File: src/rtl/sbam_pkg.sv
`timescale 1ns / 1ps
// ----------------------------------------------------------------------------
// sbam_pkg
// Shared types, constants and the stencil segment table of the band mapper.
// ----------------------------------------------------------------------------
package sbam_pkg;

    localparam int MAX_GRID_SIDE = 256;
    localparam int MAX_UNKNOWNS  = 8;
    localparam int DIV_W         = 28;
    localparam int SEG_COUNT     = 21;

    // Register indexes of the configuration port
    typedef enum logic [2:0] {
        REG_GRID_X   = 3'd0,
        REG_GRID_Y   = 3'd1,
        REG_GRID_Z   = 3'd2,
        REG_UNKNOWNS = 3'd3,
        REG_DIMS     = 3'd4
    } t_reg_idx;

    typedef enum logic [2:0] {
        DIV_ROW_DOF,
        DIV_COL_DOF,
        DIV_PLANE,
        DIV_LINE,
        DIV_ROW_TOTAL
    } t_div_sel;

    typedef enum logic [1:0] {
        BASE_ZERO,
        BASE_POS,
        BASE_NEG
    } t_base;

    typedef enum logic [1:0] {
        KIND_SINGLE,
        KIND_PLUS,
        KIND_MINUS
    } t_kind;

    // One run of the displacement table: x = base +/- i, fixed y and z
    typedef struct packed {
        t_base             base;
        t_kind             kind;
        logic signed [1:0] dy;
        logic signed [1:0] dz;
        logic [1:0]        min_dim;
    } t_seg;

    typedef struct packed {
        logic     mul_line;
        logic     mul_plane;
        logic     mul_total;
        logic     div_start;
        t_div_sel div_sel;
        logic     calc_c;
        logic     walk_init;
        logic     walk_step;
        logic     addr;
        logic     out_load;
    } t_cmd;

    typedef struct packed {
        logic div_done;
        logic walk_done;
    } t_stat;

    function automatic t_seg seg_info(input logic [4:0] s);
        t_seg r;
        case (s)
            5'd0:  r = '{BASE_ZERO, KIND_SINGLE,  2'sd0,  2'sd0, 2'd0};
            5'd1:  r = '{BASE_ZERO, KIND_PLUS,    2'sd0,  2'sd0, 2'd0};
            5'd2:  r = '{BASE_POS,  KIND_SINGLE,  2'sd0,  2'sd0, 2'd1};
            5'd3:  r = '{BASE_POS,  KIND_PLUS,    2'sd0,  2'sd0, 2'd1};
            5'd4:  r = '{BASE_POS,  KIND_MINUS,   2'sd0,  2'sd0, 2'd1};
            5'd5:  r = '{BASE_ZERO, KIND_SINGLE,  2'sd1,  2'sd0, 2'd2};
            5'd6:  r = '{BASE_ZERO, KIND_PLUS,    2'sd1,  2'sd0, 2'd2};
            5'd7:  r = '{BASE_ZERO, KIND_MINUS,   2'sd1,  2'sd0, 2'd2};
            5'd8:  r = '{BASE_ZERO, KIND_SINGLE,  2'sd0,  2'sd1, 2'd3};
            5'd9:  r = '{BASE_ZERO, KIND_PLUS,    2'sd0,  2'sd1, 2'd3};
            5'd10: r = '{BASE_ZERO, KIND_MINUS,   2'sd0,  2'sd1, 2'd3};
            5'd11: r = '{BASE_ZERO, KIND_MINUS,   2'sd0,  2'sd0, 2'd0};
            5'd12: r = '{BASE_NEG,  KIND_SINGLE,  2'sd0,  2'sd0, 2'd1};
            5'd13: r = '{BASE_NEG,  KIND_PLUS,    2'sd0,  2'sd0, 2'd1};
            5'd14: r = '{BASE_NEG,  KIND_MINUS,   2'sd0,  2'sd0, 2'd1};
            5'd15: r = '{BASE_ZERO, KIND_SINGLE, -2'sd1,  2'sd0, 2'd2};
            5'd16: r = '{BASE_ZERO, KIND_PLUS,   -2'sd1,  2'sd0, 2'd2};
            5'd17: r = '{BASE_ZERO, KIND_MINUS,  -2'sd1,  2'sd0, 2'd2};
            5'd18: r = '{BASE_ZERO, KIND_SINGLE,  2'sd0, -2'sd1, 2'd3};
            5'd19: r = '{BASE_ZERO, KIND_PLUS,    2'sd0, -2'sd1, 2'd3};
            5'd20: r = '{BASE_ZERO, KIND_MINUS,   2'sd0, -2'sd1, 2'd3};
            default: r = '{BASE_ZERO, KIND_SINGLE, 2'sd0, 2'sd0, 2'd0};
        endcase
        return r;
    endfunction

    // Zero reads as one, oversize saturates
    function automatic logic [8:0] eff_side(input logic [8:0] v);
        logic [8:0] r;
        if (v == 9'd0) begin
            r = 9'd1;
        end else if (v > 9'(MAX_GRID_SIDE)) begin
            r = 9'(MAX_GRID_SIDE);
        end else begin
            r = v;
        end
        return r;
    endfunction

    function automatic logic [3:0] eff_dof(input logic [3:0] v);
        logic [3:0] r;
        if (v == 4'd0) begin
            r = 4'd1;
        end else if (v > 4'(MAX_UNKNOWNS)) begin
            r = 4'(MAX_UNKNOWNS);
        end else begin
            r = v;
        end
        return r;
    endfunction

endpackage

File: src/rtl/stencil_band_address_mapper_unit.sv
`timescale 1ns / 1ps
// ----------------------------------------------------------------------------
// stencil_band_address_mapper_unit
// Maps a matrix entry (row, column) to its band and slot in a band store.
// ----------------------------------------------------------------------------
// Channel   Dir  Handshake                 Payload
// s_axis    in   i_s_axis_tvalid/o_..ready tdata: row_index, col_index
// m_axis    out  o_m_axis_tvalid/i_..ready tdata: band_index, store_address;
//                                          tuser: hit
// apb       in   psel/penable/pwrite       registers grid_x..dimensions
//
// One transaction makes five runs of the shared 28-step divider (row and
// column mod unknowns, plane split, line split, row mod grid points times
// unknowns), which set most of its length, then walks the stencil table
// entries and empty table segments until the first match or the table end.
// A new transaction is taken only when idle.
// Reset is synchronous and active low; it returns the registers to a 1x1x1
// grid, one unknown, three dimensions. The result sits in an output register,
// so a stalled master side holds the result while the next input is taken.
// ----------------------------------------------------------------------------
module stencil_band_address_mapper_unit (
    input  logic        i_clk,
    input  logic        i_rst_n,
    // row_index [26:0], col_index [53:27], zeros above
    input  logic [55:0] i_s_axis_tdata,
    input  logic        i_s_axis_tvalid,
    output logic        o_s_axis_tready,
    // band_index [6:0], store_address [40:7], zeros above
    output logic [47:0] o_m_axis_tdata,
    // hit [0]
    output logic        o_m_axis_tuser,
    output logic        o_m_axis_tvalid,
    input  logic        i_m_axis_tready,
    input  logic        psel,
    input  logic        penable,
    input  logic        pwrite,
    input  logic [4:0]  paddr,
    input  logic [31:0] pwdata,
    output logic [31:0] prdata,
    output logic        pready
);
    // Configuration registers
    logic [8:0] r_grid_x, r_grid_y, r_grid_z;
    logic [3:0] r_unknowns;
    logic [1:0] r_dims;
    logic       w_wr;

    assign pready = 1'b1;
    assign w_wr   = psel & penable & pwrite;

    always_ff @(posedge i_clk) begin
        if (!i_rst_n) begin
            r_grid_x   <= 9'd1;
            r_grid_y   <= 9'd1;
            r_grid_z   <= 9'd1;
            r_unknowns <= 4'd1;
            r_dims     <= 2'd3;
        end else if (w_wr) begin
            case (paddr[4:2])
                sbam_pkg::REG_GRID_X:   r_grid_x   <= pwdata[8:0];
                sbam_pkg::REG_GRID_Y:   r_grid_y   <= pwdata[8:0];
                sbam_pkg::REG_GRID_Z:   r_grid_z   <= pwdata[8:0];
                sbam_pkg::REG_UNKNOWNS: r_unknowns <= pwdata[3:0];
                sbam_pkg::REG_DIMS:     r_dims     <= pwdata[1:0];
                default: ;  // drop writes beyond the register list
            endcase
        end
    end

    always_comb begin
        case (paddr[4:2])
            sbam_pkg::REG_GRID_X:   prdata = {23'd0, r_grid_x};
            sbam_pkg::REG_GRID_Y:   prdata = {23'd0, r_grid_y};
            sbam_pkg::REG_GRID_Z:   prdata = {23'd0, r_grid_z};
            sbam_pkg::REG_UNKNOWNS: prdata = {28'd0, r_unknowns};
            sbam_pkg::REG_DIMS:     prdata = {30'd0, r_dims};
            default:                prdata = 32'd0;
        endcase
    end

    // Controller and datapath
    sbam_pkg::t_cmd  w_cmd;
    sbam_pkg::t_stat w_stat;
    logic            w_idle, w_accept, w_out_free;
    logic            w_hit;
    logic [6:0]      w_band;
    logic [33:0]     w_addr;

    assign o_s_axis_tready = w_idle;
    assign w_accept        = i_s_axis_tvalid & w_idle;

    sbam_ctrl u_ctrl (
        .i_clk      (i_clk),
        .i_rst_n    (i_rst_n),
        .i_accept   (w_accept),
        .i_out_free (w_out_free),
        .i_stat     (w_stat),
        .o_cmd      (w_cmd),
        .o_idle     (w_idle)
    );

    sbam_datapath u_dp (
        .i_clk      (i_clk),
        .i_rst_n    (i_rst_n),
        .i_load     (w_accept),
        .i_row      (i_s_axis_tdata[26:0]),
        .i_col      (i_s_axis_tdata[53:27]),
        .i_grid_x   (r_grid_x),
        .i_grid_y   (r_grid_y),
        .i_grid_z   (r_grid_z),
        .i_unknowns (r_unknowns),
        .i_dims     (r_dims),
        .i_cmd      (w_cmd),
        .o_stat     (w_stat),
        .o_hit      (w_hit),
        .o_band     (w_band),
        .o_addr     (w_addr)
    );

    // Output register: hold the result until the master side takes it
    logic        r_out_valid;
    logic        r_out_hit;
    logic [6:0]  r_out_band;
    logic [33:0] r_out_addr;

    assign w_out_free = !r_out_valid || i_m_axis_tready;

    always_ff @(posedge i_clk) begin
        if (!i_rst_n) begin
            r_out_valid <= 1'b0;
        end else if (w_cmd.out_load) begin
            r_out_valid <= 1'b1;
        end else if (i_m_axis_tready) begin
            r_out_valid <= 1'b0;
        end
    end

    always_ff @(posedge i_clk) begin
        if (w_cmd.out_load) begin
            r_out_hit  <= w_hit;
            r_out_band <= w_band;
            r_out_addr <= w_addr;
        end
    end

    assign o_m_axis_tvalid = r_out_valid;
    assign o_m_axis_tuser  = r_out_hit;
    assign o_m_axis_tdata  = {7'd0, r_out_addr, r_out_band};

endmodule

File: src/rtl/sbam_div.sv
`timescale 1ns / 1ps
// ----------------------------------------------------------------------------
// sbam_div
// Restoring unsigned divider, one quotient bit per cycle.
// ----------------------------------------------------------------------------
module sbam_div (
    input  logic                          i_clk,
    input  logic                          i_rst_n,
    input  logic                          i_start,
    input  logic [sbam_pkg::DIV_W-1:0]    i_dividend,
    input  logic [sbam_pkg::DIV_W-1:0]    i_divisor,
    output logic                          o_done,
    output logic [sbam_pkg::DIV_W-1:0]    o_quotient,
    output logic [sbam_pkg::DIV_W-1:0]    o_remainder
);
    localparam int W = sbam_pkg::DIV_W;

    logic         r_busy;
    logic         r_done;
    logic [4:0]   r_cnt;
    logic [W-1:0] r_quo;
    logic [W-1:0] r_rem;
    logic [W-1:0] r_dvs;
    logic [W:0]   w_sh;
    logic [W:0]   w_diff;

    assign w_sh   = {r_rem, r_quo[W-1]};
    assign w_diff = w_sh - {1'b0, r_dvs};

    always_ff @(posedge i_clk) begin
        if (!i_rst_n) begin
            r_busy <= 1'b0;
            r_done <= 1'b0;
            r_cnt  <= '0;
        end else begin
            // flag the last quotient step
            r_done <= r_busy && !i_start && (r_cnt == 5'(W - 1));
            if (i_start) begin
                r_busy <= 1'b1;
                r_cnt  <= '0;
            end else if (r_busy) begin
                if (r_cnt == 5'(W - 1)) begin
                    r_busy <= 1'b0;
                end
                r_cnt <= r_cnt + 5'd1;
            end
        end
    end

    always_ff @(posedge i_clk) begin
        if (i_start) begin
            r_quo <= i_dividend;
            r_rem <= '0;
            r_dvs <= i_divisor;
        end else if (r_busy) begin
            if (!w_diff[W]) begin
                r_rem <= w_diff[W-1:0];
                r_quo <= {r_quo[W-2:0], 1'b1};
            end else begin
                r_rem <= w_sh[W-1:0];
                r_quo <= {r_quo[W-2:0], 1'b0};
            end
        end
    end

    assign o_done      = r_done;
    assign o_quotient  = r_quo;
    assign o_remainder = r_rem;

endmodule

File: src/rtl/sbam_datapath.sv
`timescale 1ns / 1ps
// ----------------------------------------------------------------------------
// sbam_datapath
// Size products, displacement split, table walk and address product.
// ----------------------------------------------------------------------------
module sbam_datapath (
    input  logic                 i_clk,
    input  logic                 i_rst_n,
    input  logic                 i_load,
    input  logic [26:0]          i_row,
    input  logic [26:0]          i_col,
    input  logic [8:0]           i_grid_x,
    input  logic [8:0]           i_grid_y,
    input  logic [8:0]           i_grid_z,
    input  logic [3:0]           i_unknowns,
    input  logic [1:0]           i_dims,
    input  sbam_pkg::t_cmd       i_cmd,
    output sbam_pkg::t_stat      o_stat,
    output logic                 o_hit,
    output logic [6:0]           o_band,
    output logic [33:0]          o_addr
);
    localparam int W = sbam_pkg::DIV_W;

    logic [26:0] r_row, r_col;
    logic [8:0]  r_m, r_n, r_p;
    logic [3:0]  r_d;
    logic [1:0]  r_dim;
    logic [11:0] r_line;
    logic [19:0] r_plane;
    logic [27:0] r_total;
    logic [2:0]  r_rsh, r_csh;
    logic        r_neg;
    logic [27:0] r_cmag;
    logic [27:0] r_zq, r_yq;
    logic [19:0] r_rem1;
    logic signed [13:0] r_xd;
    logic [26:0] r_rowm;
    sbam_pkg::t_div_sel r_sel;

    logic [4:0]  r_seg;
    logic [2:0]  r_i;
    logic [6:0]  r_k;
    logic        r_found, r_end;
    logic        r_hit;
    logic [6:0]  r_band;
    logic [33:0] r_addr;

    logic [W-1:0] w_dividend, w_divisor, w_quo, w_rem;
    logic         w_done;

    sbam_div u_div (
        .i_clk       (i_clk),
        .i_rst_n     (i_rst_n),
        .i_start     (i_cmd.div_start),
        .i_dividend  (w_dividend),
        .i_divisor   (w_divisor),
        .o_done      (w_done),
        .o_quotient  (w_quo),
        .o_remainder (w_rem)
    );

    always_comb begin
        case (i_cmd.div_sel)
            sbam_pkg::DIV_ROW_DOF: begin
                w_dividend = {1'b0, r_row};
                w_divisor  = {24'd0, r_d};
            end
            sbam_pkg::DIV_COL_DOF: begin
                w_dividend = {1'b0, r_col};
                w_divisor  = {24'd0, r_d};
            end
            sbam_pkg::DIV_PLANE: begin
                w_dividend = r_cmag;
                w_divisor  = {8'd0, r_plane};
            end
            sbam_pkg::DIV_LINE: begin
                w_dividend = {8'd0, r_rem1};
                w_divisor  = {16'd0, r_line};
            end
            sbam_pkg::DIV_ROW_TOTAL: begin
                w_dividend = {1'b0, r_row};
                w_divisor  = r_total;
            end
            default: begin
                w_dividend = '0;
                w_divisor  = 28'd1;
            end
        endcase
    end

    // Products and the signed displacement
    logic [12:0]        w_line;
    logic [20:0]        w_plane;
    logic [28:0]        w_total;
    logic signed [29:0] w_c, w_cabs;
    logic signed [13:0] w_r2, w_xd;
    logic [34:0]        w_addr;

    assign w_line  = 13'(r_m) * 13'(r_d);
    assign w_plane = 21'(r_line) * 21'(r_n);
    assign w_total = 29'(r_plane) * 29'(r_p);
    assign w_c     = $signed({3'd0, r_col}) - $signed({3'd0, r_row})
                   + $signed({27'd0, r_rsh}) - $signed({27'd0, r_csh});
    assign w_cabs  = w_c[29] ? (30'sd0 - w_c) : w_c;
    assign w_r2    = $signed({3'd0, w_rem[10:0]});
    assign w_xd    = (r_neg ? (14'sd0 - w_r2) : w_r2)
                   + $signed({11'd0, r_csh}) - $signed({11'd0, r_rsh});
    assign w_addr  = 35'(r_k) * 35'(r_total) + 35'(r_rowm);

    // Table walk: current entry
    sbam_pkg::t_seg     w_seg;
    logic               w_en, w_mx, w_my, w_mz, w_last;
    logic signed [5:0]  w_base, w_off, w_dx;

    function automatic logic q_match(input logic signed [1:0] code,
                                     input logic [27:0] q, input logic neg);
        logic r;
        if (code == 2'sd0) begin
            r = (q == 28'd0);
        end else begin
            r = (q == 28'd1) && (neg == code[1]);
        end
        return r;
    endfunction

    always_comb begin
        w_seg = sbam_pkg::seg_info(r_seg);
        w_en  = (r_dim >= w_seg.min_dim) &&
                ((w_seg.kind == sbam_pkg::KIND_SINGLE) || (r_d > 4'd1));
        case (w_seg.base)
            sbam_pkg::BASE_POS: w_base = $signed({2'd0, r_d});
            sbam_pkg::BASE_NEG: w_base = 6'sd0 - $signed({2'd0, r_d});
            default:            w_base = 6'sd0;
        endcase
        case (w_seg.kind)
            sbam_pkg::KIND_PLUS:  w_off = $signed({3'd0, r_i});
            sbam_pkg::KIND_MINUS: w_off = 6'sd0 - $signed({3'd0, r_i});
            default:              w_off = 6'sd0;
        endcase
        w_dx   = w_base + w_off;
        w_mx   = (14'(w_dx) == r_xd);
        w_my   = q_match(w_seg.dy, r_yq, r_neg);
        w_mz   = q_match(w_seg.dz, r_zq, r_neg);
        w_last = ({1'b0, r_i} == (r_d - 4'd1));
    end

    always_ff @(posedge i_clk) begin
        if (i_load) begin
            r_row <= i_row;
            r_col <= i_col;
            r_m   <= sbam_pkg::eff_side(i_grid_x);
            r_n   <= sbam_pkg::eff_side(i_grid_y);
            r_p   <= sbam_pkg::eff_side(i_grid_z);
            r_d   <= sbam_pkg::eff_dof(i_unknowns);
            r_dim <= i_dims;
        end
        if (i_cmd.mul_line)  r_line  <= w_line[11:0];
        if (i_cmd.mul_plane) r_plane <= w_plane[19:0];
        if (i_cmd.mul_total) r_total <= w_total[27:0];
        if (i_cmd.div_start) r_sel   <= i_cmd.div_sel;
        if (i_cmd.calc_c) begin
            r_neg  <= w_c[29];
            r_cmag <= w_cabs[27:0];
        end
        if (w_done) begin
            case (r_sel)
                sbam_pkg::DIV_ROW_DOF: r_rsh <= w_rem[2:0];
                sbam_pkg::DIV_COL_DOF: r_csh <= w_rem[2:0];
                sbam_pkg::DIV_PLANE: begin
                    r_zq   <= w_quo;
                    r_rem1 <= w_rem[19:0];
                end
                sbam_pkg::DIV_LINE: begin
                    r_yq <= w_quo;
                    r_xd <= w_xd;
                end
                sbam_pkg::DIV_ROW_TOTAL: r_rowm <= w_rem[26:0];
                default: ;
            endcase
        end
        if (i_cmd.addr) begin
            r_hit  <= r_found;
            r_band <= r_found ? r_k : 7'd0;
            r_addr <= r_found ? w_addr[33:0] : 34'd0;
        end
    end

    always_ff @(posedge i_clk) begin
        if (!i_rst_n) begin
            r_seg   <= '0;
            r_i     <= 3'd1;
            r_k     <= '0;
            r_found <= 1'b0;
            r_end   <= 1'b0;
        end else if (i_cmd.walk_init) begin
            r_seg   <= '0;
            r_i     <= 3'd1;
            r_k     <= '0;
            r_found <= 1'b0;
            r_end   <= 1'b0;
        end else if (i_cmd.walk_step && !r_found && !r_end) begin
            if (r_seg == 5'(sbam_pkg::SEG_COUNT)) begin
                r_end <= 1'b1;
            end else if (!w_en) begin
                r_seg <= r_seg + 5'd1;
                r_i   <= 3'd1;
            end else if (w_mx && w_my && w_mz) begin
                r_found <= 1'b1;
            end else begin
                r_k <= r_k + 7'd1;
                if ((w_seg.kind == sbam_pkg::KIND_SINGLE) || w_last) begin
                    r_seg <= r_seg + 5'd1;
                    r_i   <= 3'd1;
                end else begin
                    r_i <= r_i + 3'd1;
                end
            end
        end
    end

    assign o_stat.div_done  = w_done;
    assign o_stat.walk_done = r_found | r_end;
    assign o_hit  = r_hit;
    assign o_band = r_band;
    assign o_addr = r_addr;

endmodule

File: src/rtl/sbam_ctrl.sv
`timescale 1ns / 1ps
// ----------------------------------------------------------------------------
// sbam_ctrl
// Sequencer for one transaction: products, five divisions, walk, address.
// ----------------------------------------------------------------------------
module sbam_ctrl (
    input  logic             i_clk,
    input  logic             i_rst_n,
    input  logic             i_accept,
    input  logic             i_out_free,
    input  sbam_pkg::t_stat  i_stat,
    output sbam_pkg::t_cmd   o_cmd,
    output logic             o_idle
);
    typedef enum logic [3:0] {
        S_IDLE,
        S_LINE,
        S_PLANE,
        S_TOTAL,
        S_W_ROW,
        S_W_COL,
        S_CALC,
        S_W_Z,
        S_W_Y,
        S_W_RT,
        S_WINIT,
        S_WALK,
        S_ADDR,
        S_OUT
    } t_state;

    t_state          r_state;
    sbam_pkg::t_cmd  r_cmd;

    always_ff @(posedge i_clk) begin
        sbam_pkg::t_cmd n_cmd;
        n_cmd = '0;
        if (!i_rst_n) begin
            r_state <= S_IDLE;
            r_cmd   <= '0;
        end else begin
            case (r_state)
                S_IDLE: begin
                    if (i_accept) begin
                        r_state        <= S_LINE;
                        n_cmd.mul_line = 1'b1;
                    end
                end
                S_LINE: begin
                    r_state         <= S_PLANE;
                    n_cmd.mul_plane = 1'b1;
                end
                S_PLANE: begin
                    r_state         <= S_TOTAL;
                    n_cmd.mul_total = 1'b1;
                end
                S_TOTAL: begin
                    r_state         <= S_W_ROW;
                    n_cmd.div_start = 1'b1;
                    n_cmd.div_sel   = sbam_pkg::DIV_ROW_DOF;
                end
                S_W_ROW: begin
                    if (i_stat.div_done) begin
                        r_state         <= S_W_COL;
                        n_cmd.div_start = 1'b1;
                        n_cmd.div_sel   = sbam_pkg::DIV_COL_DOF;
                    end
                end
                S_W_COL: begin
                    if (i_stat.div_done) begin
                        r_state      <= S_CALC;
                        n_cmd.calc_c = 1'b1;
                    end
                end
                S_CALC: begin
                    r_state         <= S_W_Z;
                    n_cmd.div_start = 1'b1;
                    n_cmd.div_sel   = sbam_pkg::DIV_PLANE;
                end
                S_W_Z: begin
                    if (i_stat.div_done) begin
                        r_state         <= S_W_Y;
                        n_cmd.div_start = 1'b1;
                        n_cmd.div_sel   = sbam_pkg::DIV_LINE;
                    end
                end
                S_W_Y: begin
                    if (i_stat.div_done) begin
                        r_state         <= S_W_RT;
                        n_cmd.div_start = 1'b1;
                        n_cmd.div_sel   = sbam_pkg::DIV_ROW_TOTAL;
                    end
                end
                S_W_RT: begin
                    if (i_stat.div_done) begin
                        r_state         <= S_WINIT;
                        n_cmd.walk_init = 1'b1;
                    end
                end
                S_WINIT: begin
                    r_state         <= S_WALK;
                    n_cmd.walk_step = 1'b1;
                end
                S_WALK: begin
                    if (i_stat.walk_done) begin
                        r_state    <= S_ADDR;
                        n_cmd.addr = 1'b1;
                    end else begin
                        n_cmd.walk_step = 1'b1;
                    end
                end
                S_ADDR: begin
                    r_state <= S_OUT;
                end
                S_OUT: begin
                    if (i_out_free) begin
                        r_state        <= S_IDLE;
                        n_cmd.out_load = 1'b1;
                    end
                end
                default: r_state <= S_IDLE;
            endcase
            r_cmd <= n_cmd;
        end
    end

    assign o_cmd  = r_cmd;
    assign o_idle = (r_state == S_IDLE);

endmodule

File: config.mk
export PLATFORM = sky130hd
export DESIGN_NAME = stencil_band_address_mapper_unit
export DESIGN_NICKNAME = d
export VERILOG_FILES = /design/src/rtl/sbam_pkg.sv /design/src/rtl/stencil_band_address_mapper_unit.sv /design/src/rtl/sbam_div.sv /design/src/rtl/sbam_datapath.sv /design/src/rtl/sbam_ctrl.sv
export SDC_FILE = /design/constraint.sdc
export NUM_CORES = 2
export LEC_CHECK = 0
export ABC_AREA = 1
export BUFFER_PORTS_ARGS = -buffer_cell sky130_fd_sc_hd__buf_4
export CAP_MARGIN = 30
export CORE_MARGIN = 2
export CORE_UTILIZATION = 35
export DETAILED_ROUTE_END_ITERATION = 8
export PLACE_DENSITY = 0.55
export SLEW_MARGIN = 30
export SYNTH_ARGS = -nofsm -noshare
export SYNTH_HDL_FRONTEND = slang
export SYNTH_HIERARCHICAL = 1
export SYNTH_SLANG_ARGS = --single-unit
File: constraint.sdc
create_clock -name i_clk -period 11.67 [get_ports i_clk]
set_clock_uncertainty 0.05 [all_clocks]
set_input_delay 1.7505 -clock i_clk [delete_from_list [all_inputs] [get_ports i_clk]]
set_output_delay 1.7505 -clock i_clk [all_outputs]
set_load 0.005 [all_outputs]
# Word-level counts from Yosys, hierarchy flattened
# Memories as Yosys holds them, arrays and structs flattened. A register that Yosys moved wholly into a read port is not among the register bits.
# Index checks and enable logic that the tools add are counted.
dict set report classes {
  addsub 17
  multipliers 4
  magnitude_cmp 6
  eq_ne 47
  n_mux 51
  n_bitwise 7
  reduce_logical 60
}
# op n
set ops {}
lappend ops {{$pmux W28 S4} 2}
lappend ops {{$mux W28} 4}
lappend ops {{$eq A28 B1 Y1 const B} 2}
lappend ops {{$logic_not A28 Y1} 2}
lappend ops {{$pmux W4 S14} 1}
lappend ops {{$mux W4} 12}
lappend ops {{$pmux W9 S5} 1}
lappend ops {{$add A34 B27 Y34} 1}
lappend ops {{$mul A7 B28 Y34} 1}
lappend ops {{$reduce_and A2 Y1} 16}
lappend ops {{$add A30 B4 Y30} 1}
lappend ops {{$sub A30 B4 Y30} 1}
lappend ops {{$sub A29 B28 Y29} 1}
lappend ops {{$mul A20 B9 Y28} 1}
lappend ops {{$sub A1 B28 Y28 const A} 1}
lappend ops {{$sub A27 B27 Y28} 1}
lappend ops {{$gt A9 B9 Y1 const B} 3}
lappend ops {{$logic_not A9 Y1} 3}
lappend ops {{$mux W9} 3}
lappend ops {{$mux W5} 5}
lappend ops {{$eq A4 B4 Y1 const B} 6}
lappend ops {{$pmux W6 S2} 2}
lappend ops {{$mul A12 B9 Y20} 1}
lappend ops {{$pmux W4 S5} 1}
lappend ops {{46 further kinds} 120}
dict set report word_totals {
  ff_bits 544
  romBits 320
  out_inout_bits 84
  wordCells 251
  mem_count 1
}
# memory words word_bits rd rd_clocked_by_memory_dff wr line_no
set memory_table {}
lappend memory_table {{(name not given)} 32 10 1 1 0 sbam_pkg.sv:71} ;# case (s)

# Longest topological paths before layout
dict set report logic_depth {
  word_depth 10
  ltp_mapped 33
}

# By module
# The synthesis kept the hierarchy.
# mod instances cells_each area_each_um2
set by_module_without_submodules {}
lappend by_module_without_submodules {sbam_datapath 1 4028 35082.4}
lappend by_module_without_submodules {sbam_div 1 875 5909.4}
lappend by_module_without_submodules {stencil_band_address_mapper_unit 1 341 3305.7}
lappend by_module_without_submodules {sbam_ctrl 1 99 742.0}

# Least setup slack after synthesis
# Ideal clock, no wire load.
dict set report synth_path {
  path_type {register to register}
  from {register u_dp.r_k[2]}
  to {register u_dp.r_addr[25], in the netlist u_dp/o_addr[25] (data pin)}
  setup_ps 261
  t_arrival_ps 4875
  t_required_ps 11359
  setup_slack_ps 6484
  stages_incl_launch_ff 25
  n_path_buf 2
  cell_sequence {dfxtp_1 clkbuf_1 buf_1 nand2_1 fa_1 fa_1 inv_1 fa_1 inv_1 fa_1 inv_1 ha_1 nand2_1 inv_1 a21oi_1 o21a_1 o21ai_0 a21oi_1 inv_1 nand2_1 nand2_1 a21boi_0 o21ai_0 o21ai_0 a21oi_1}
}
dict set report synth_via {
  elab_chain_cells 2
}
# item line_no
set synth_lines {}
lappend synth_lines {{start: declaration} sbam_datapath.sv:43} ;# logic [6:0] r_k;
lappend synth_lines {{start signal: assignment} sbam_datapath.sv:211} ;# r_k <= r_k + 7'd1;
lappend synth_lines {{$mul A7 B28 Y34} sbam_datapath.sv:109} ;# assign w_addr = 35'(r_k) * 35'(r_total) + 35'(r_rowm);
lappend synth_lines {{$add A34 B27 Y34} sbam_datapath.sv:109}
lappend synth_lines {{end signal: assignment} sbam_datapath.sv:185} ;# r_addr <= r_found ? w_addr[33:0] : 34'd0;
lappend synth_lines {{end: declaration} sbam_datapath.sv:47} ;# logic [33:0] r_addr;
# No other way between the ends.
# A chain may end at the register's enable or synchronous reset.

# Worst setup path in the final report
dict set report layout_path {
  from {register u_dp.r_k[1]}
  to {register u_dp.r_addr[32], in the netlist u_dp/o_addr[32] (data pin)}
}
# The elaborated chain is that of the path after synthesis.

==> out/qor.yml <==
synth:
  synth.distinct_cells: 65
  synth_ff_type: "edfxtp_1"
  synth_top_area_share_pct: 29.47
  yosysSeqAreaShare_pct: 34.45
  synth-edff-count: 442
  syn_inst: 5343
  synth.area.top_cells: "edfxtp_1 (29%), fa_1 (17%), nand2_1 (12%), inv_1 (9.2%), ha_1 (8.0%)"
  synth_top_cell_by_area: "edfxtp_1"
  synth_area_um2: 45040
  async_reset_ff_share_pct: 0
  synth_warnings: 6
  syn_area_per_cell_um2: 8.430
  synth_seq_cells: 554
worst_setup_path:
  arrival_ns: 6.04
  cp.required_ns: 11.99
  worst-path-max-fanout: 26
  path_class: "flip-flop to flip-flop"
  cp-end-kind: "flip-flop"
  start_kind: "flip-flop"
final_layout:
  area_growth_pct: 10.25
  fin_nets: 6154
  drive_above_1_share_pct: 6.553
  antenna_cells: 0
  fillers: 12850
route:
  postRouteWirelength_um: 111600
  drc: 0
  drt_pass1_iterations: 5
  antenna_left: 0
  initialDrtViolationCount: 2210
  avgViaCountPerCell: 4.752
  wire_per_inst_um: 15.69
  vias: 33790
clock_network:
  insertion_delay_ns: 0.65
  clk_pin_slew_ns: 0.06
  clockRootBuffer: "clkbuf_16"
  numCtsBuffers: 67
  cts_hold_buf: 0
  clockBufferDepth: 3
  cts.sinks: 554
  cts_tree: "yes"
  post-cts-setup-buffers: 0
  cts_resized: 0
  htreeDepth: 3
status:
  outcome: "finished clean"
timing:
  setup_viol: 0
  slew_headroom_pct: 29.46
  rsz0062_at_grt: "no"
  finalHoldViolCount: 0
  period_needed_ns: 5.720
  fin_crit_sh_pct: 49.01
  tightest_slew_ns: 1.058
  maxSlewViolCount: 0
  fmax_ghz: 0.1748
  setup-tns-final_ns: 0
  whs_ns: 0.3651
die:
  start_util_pct: 35.27
  die_w_um: 362.7
  rows: 131
  die_y_um: 362.7
  die-area_um2: 131600
  ios: 184
  core_area_um2: 127700
grt:
  antenna_found_initial: 2
  grt_pass1_vias: 33600
  grt_pass1_wl_um: 180900
  grt-ovfl-total: 0
  gr-usage-all-layers_pct: 17.25
  grt_max_degree: 66
worst_hold_path:
  hold_path.class: "flip-flop to flip-flop"
placed_design:
  hpwl_um: 86330
  gp_congestion: 0.8744
  port_buffers: 125
job:
  cap_violations: 0
[Yosys cell counts (13+ instances only)]
master / instances
clkbuf_1: 108
buf_4: 33
dfxtp_1: 112
nor2_1: 292
clkbuf_2: 26
edfxtp_1: 442
nor4_1: 17
nand2_1: 1496
buf_1: 17
nand2_2: 27
inv_1: 1105
a21oi_1: 211
o211ai_1: 18
nand4_1: 45
o21ai_0: 101
o21bai_1: 14
nand3_1: 220
buf_6: 13
xnor2_1: 58
nor3_1: 30
a31oi_1: 15
xor2_1: 104
nand3b_1: 13
ha_1: 287
o2111ai_1: 19
fa_1: 374
[critical path, cell delays in order, from the launching register on]
cell	delay (ns)
dfxtp_1	0.48
buf_4	0.40
nand2_1	0.09
inv_1	0.09
fa_1	0.39
inv_1	0.09
fa_1	0.41
fa_1	0.47
fa_1	0.50
inv_1	0.04
ha_1	0.31
nand2_1	0.13
o21ai_0	0.14
nand2_1	0.08
o211ai_1	0.07
a21oi_1	0.20
inv_1	0.10
nand2_1	0.07
nand2_1	0.08
a21boi_0	0.26
o21ai_0	0.21
a21boi_0	0.39
o21ai_0	0.17
o21ai_0	0.16
a21oi_1	0.06
[cell usage in the layout, fill, tap and decap left out, types with 10 or more instances in the layout]
cell type  netlist  final
nand3_1        220    220
nor3_1          30     28
o21bai_1        14     14
nor2_4          10     11
clkinv_1         1     12
clkbuf_1       108     11
o21ai_0        101    101
nand3b_1        13     13
clkbuf_16        0     70
dfxtp_1        112    109
nor2_2          11     15
a31oi_1         15     15
inv_2           10     10
nor4_1          17     17
conb_1           2     31
ha_1           287    287
nand4_1         45     45
o21a_1          10     10
edfxtp_1       442    442
nor2_1         292    287
o211ai_1        18     18
fa_1           374    374
xor2_1         104    104
nand2_2         27     27
nand2_1       1496   1496
a21oi_1        211    211
xnor2_1         58     58
o2111ai_1       19     19
a21o_1          10     10
buf_4           33    151
inv_1         1105   1104
[logic make-up after synthesis]
logic type | synth area share, %
buffers and inverters | 11.59
DFF | 34.45
other | 0.01667
AOI/OAI and AO/OA | 5.784
adders and majority gates | 24.60
xor gates and xnor gates | 3.248
and+or+nand+nor | 20.32
[per-layer routing]
layer | share of wire (%) | vias up | global-route usage (%)
li1 | - | 16630 | -
met1 | 49 | 16240 | 25.13
met2 | 44 | 794 | 27.06
met3 | 5.2 | 125 | 2.343
met4 | 1.9 | 0 | 3.995
met5 | 0 | - | 0
[layout make-up]
type                            instances  area (µm²)  share of cell area, %
Timing Repair Buffer                  155        1186                  2.389
Clock buffer                           85        1848                  3.722
Clock inverter                         39       382.9                 0.7711
Multi-Input combinational cell       3498       24440                  49.22
Tap cell                             1662        2079                  4.188
Sequential cell                       554       15520                  31.25
Inverter                             1117        4198                  8.454
[final timing paths]
path                                     start               to  slack (ns)  cells past startpoint
worst min-delay path            u_dp/o_addr[1]    r_out_addr[1]        0.37                      0
worst min register to register  u_dp/o_addr[1]    r_out_addr[1]        0.37                      0
worst max-delay path               u_dp/r_k[1]  u_dp/o_addr[32]        5.95                     24
worst max register to register     u_dp/r_k[1]  u_dp/o_addr[32]        5.95                     24
[flip-flops by register name, summed over array words and instances (netlist names), 27 cells and up]
register / count
r_out_addr: 34
u_dp/o_addr: 34
u_dp/r_cmag: 28
u_dp/r_total: 28
u_dp/r_yq: 28
u_dp/r_zq: 28
u_dp/u_div/o_quotient: 28
u_dp/u_div/o_remainder: 28
u_dp/u_div/r_dvs: 28
u_dp/r_col: 27
u_dp/r_row: 27
u_dp/r_rowm: 27
[stage by stage]
step / std cells / setup slack, ns / util [%] / instance area (µm²)
after floorplan: 5372 / 6.484 / - / 45150
after global placement: 6982 / 5.978 / 37.10 / 47370
after detailed placement: 6983 / 5.971 / 37.11 / 47390
after CTS: 7107 / 5.955 / 38.86 / 49620
after global routing: 7110 / 5.482 / 38.89 / 49660
final: 7110 / 5.950 / 38.89 / 49660
Power is not shown: default switching activity piles up to over one toggle a cycle in this logic, so the estimate is an artifact.
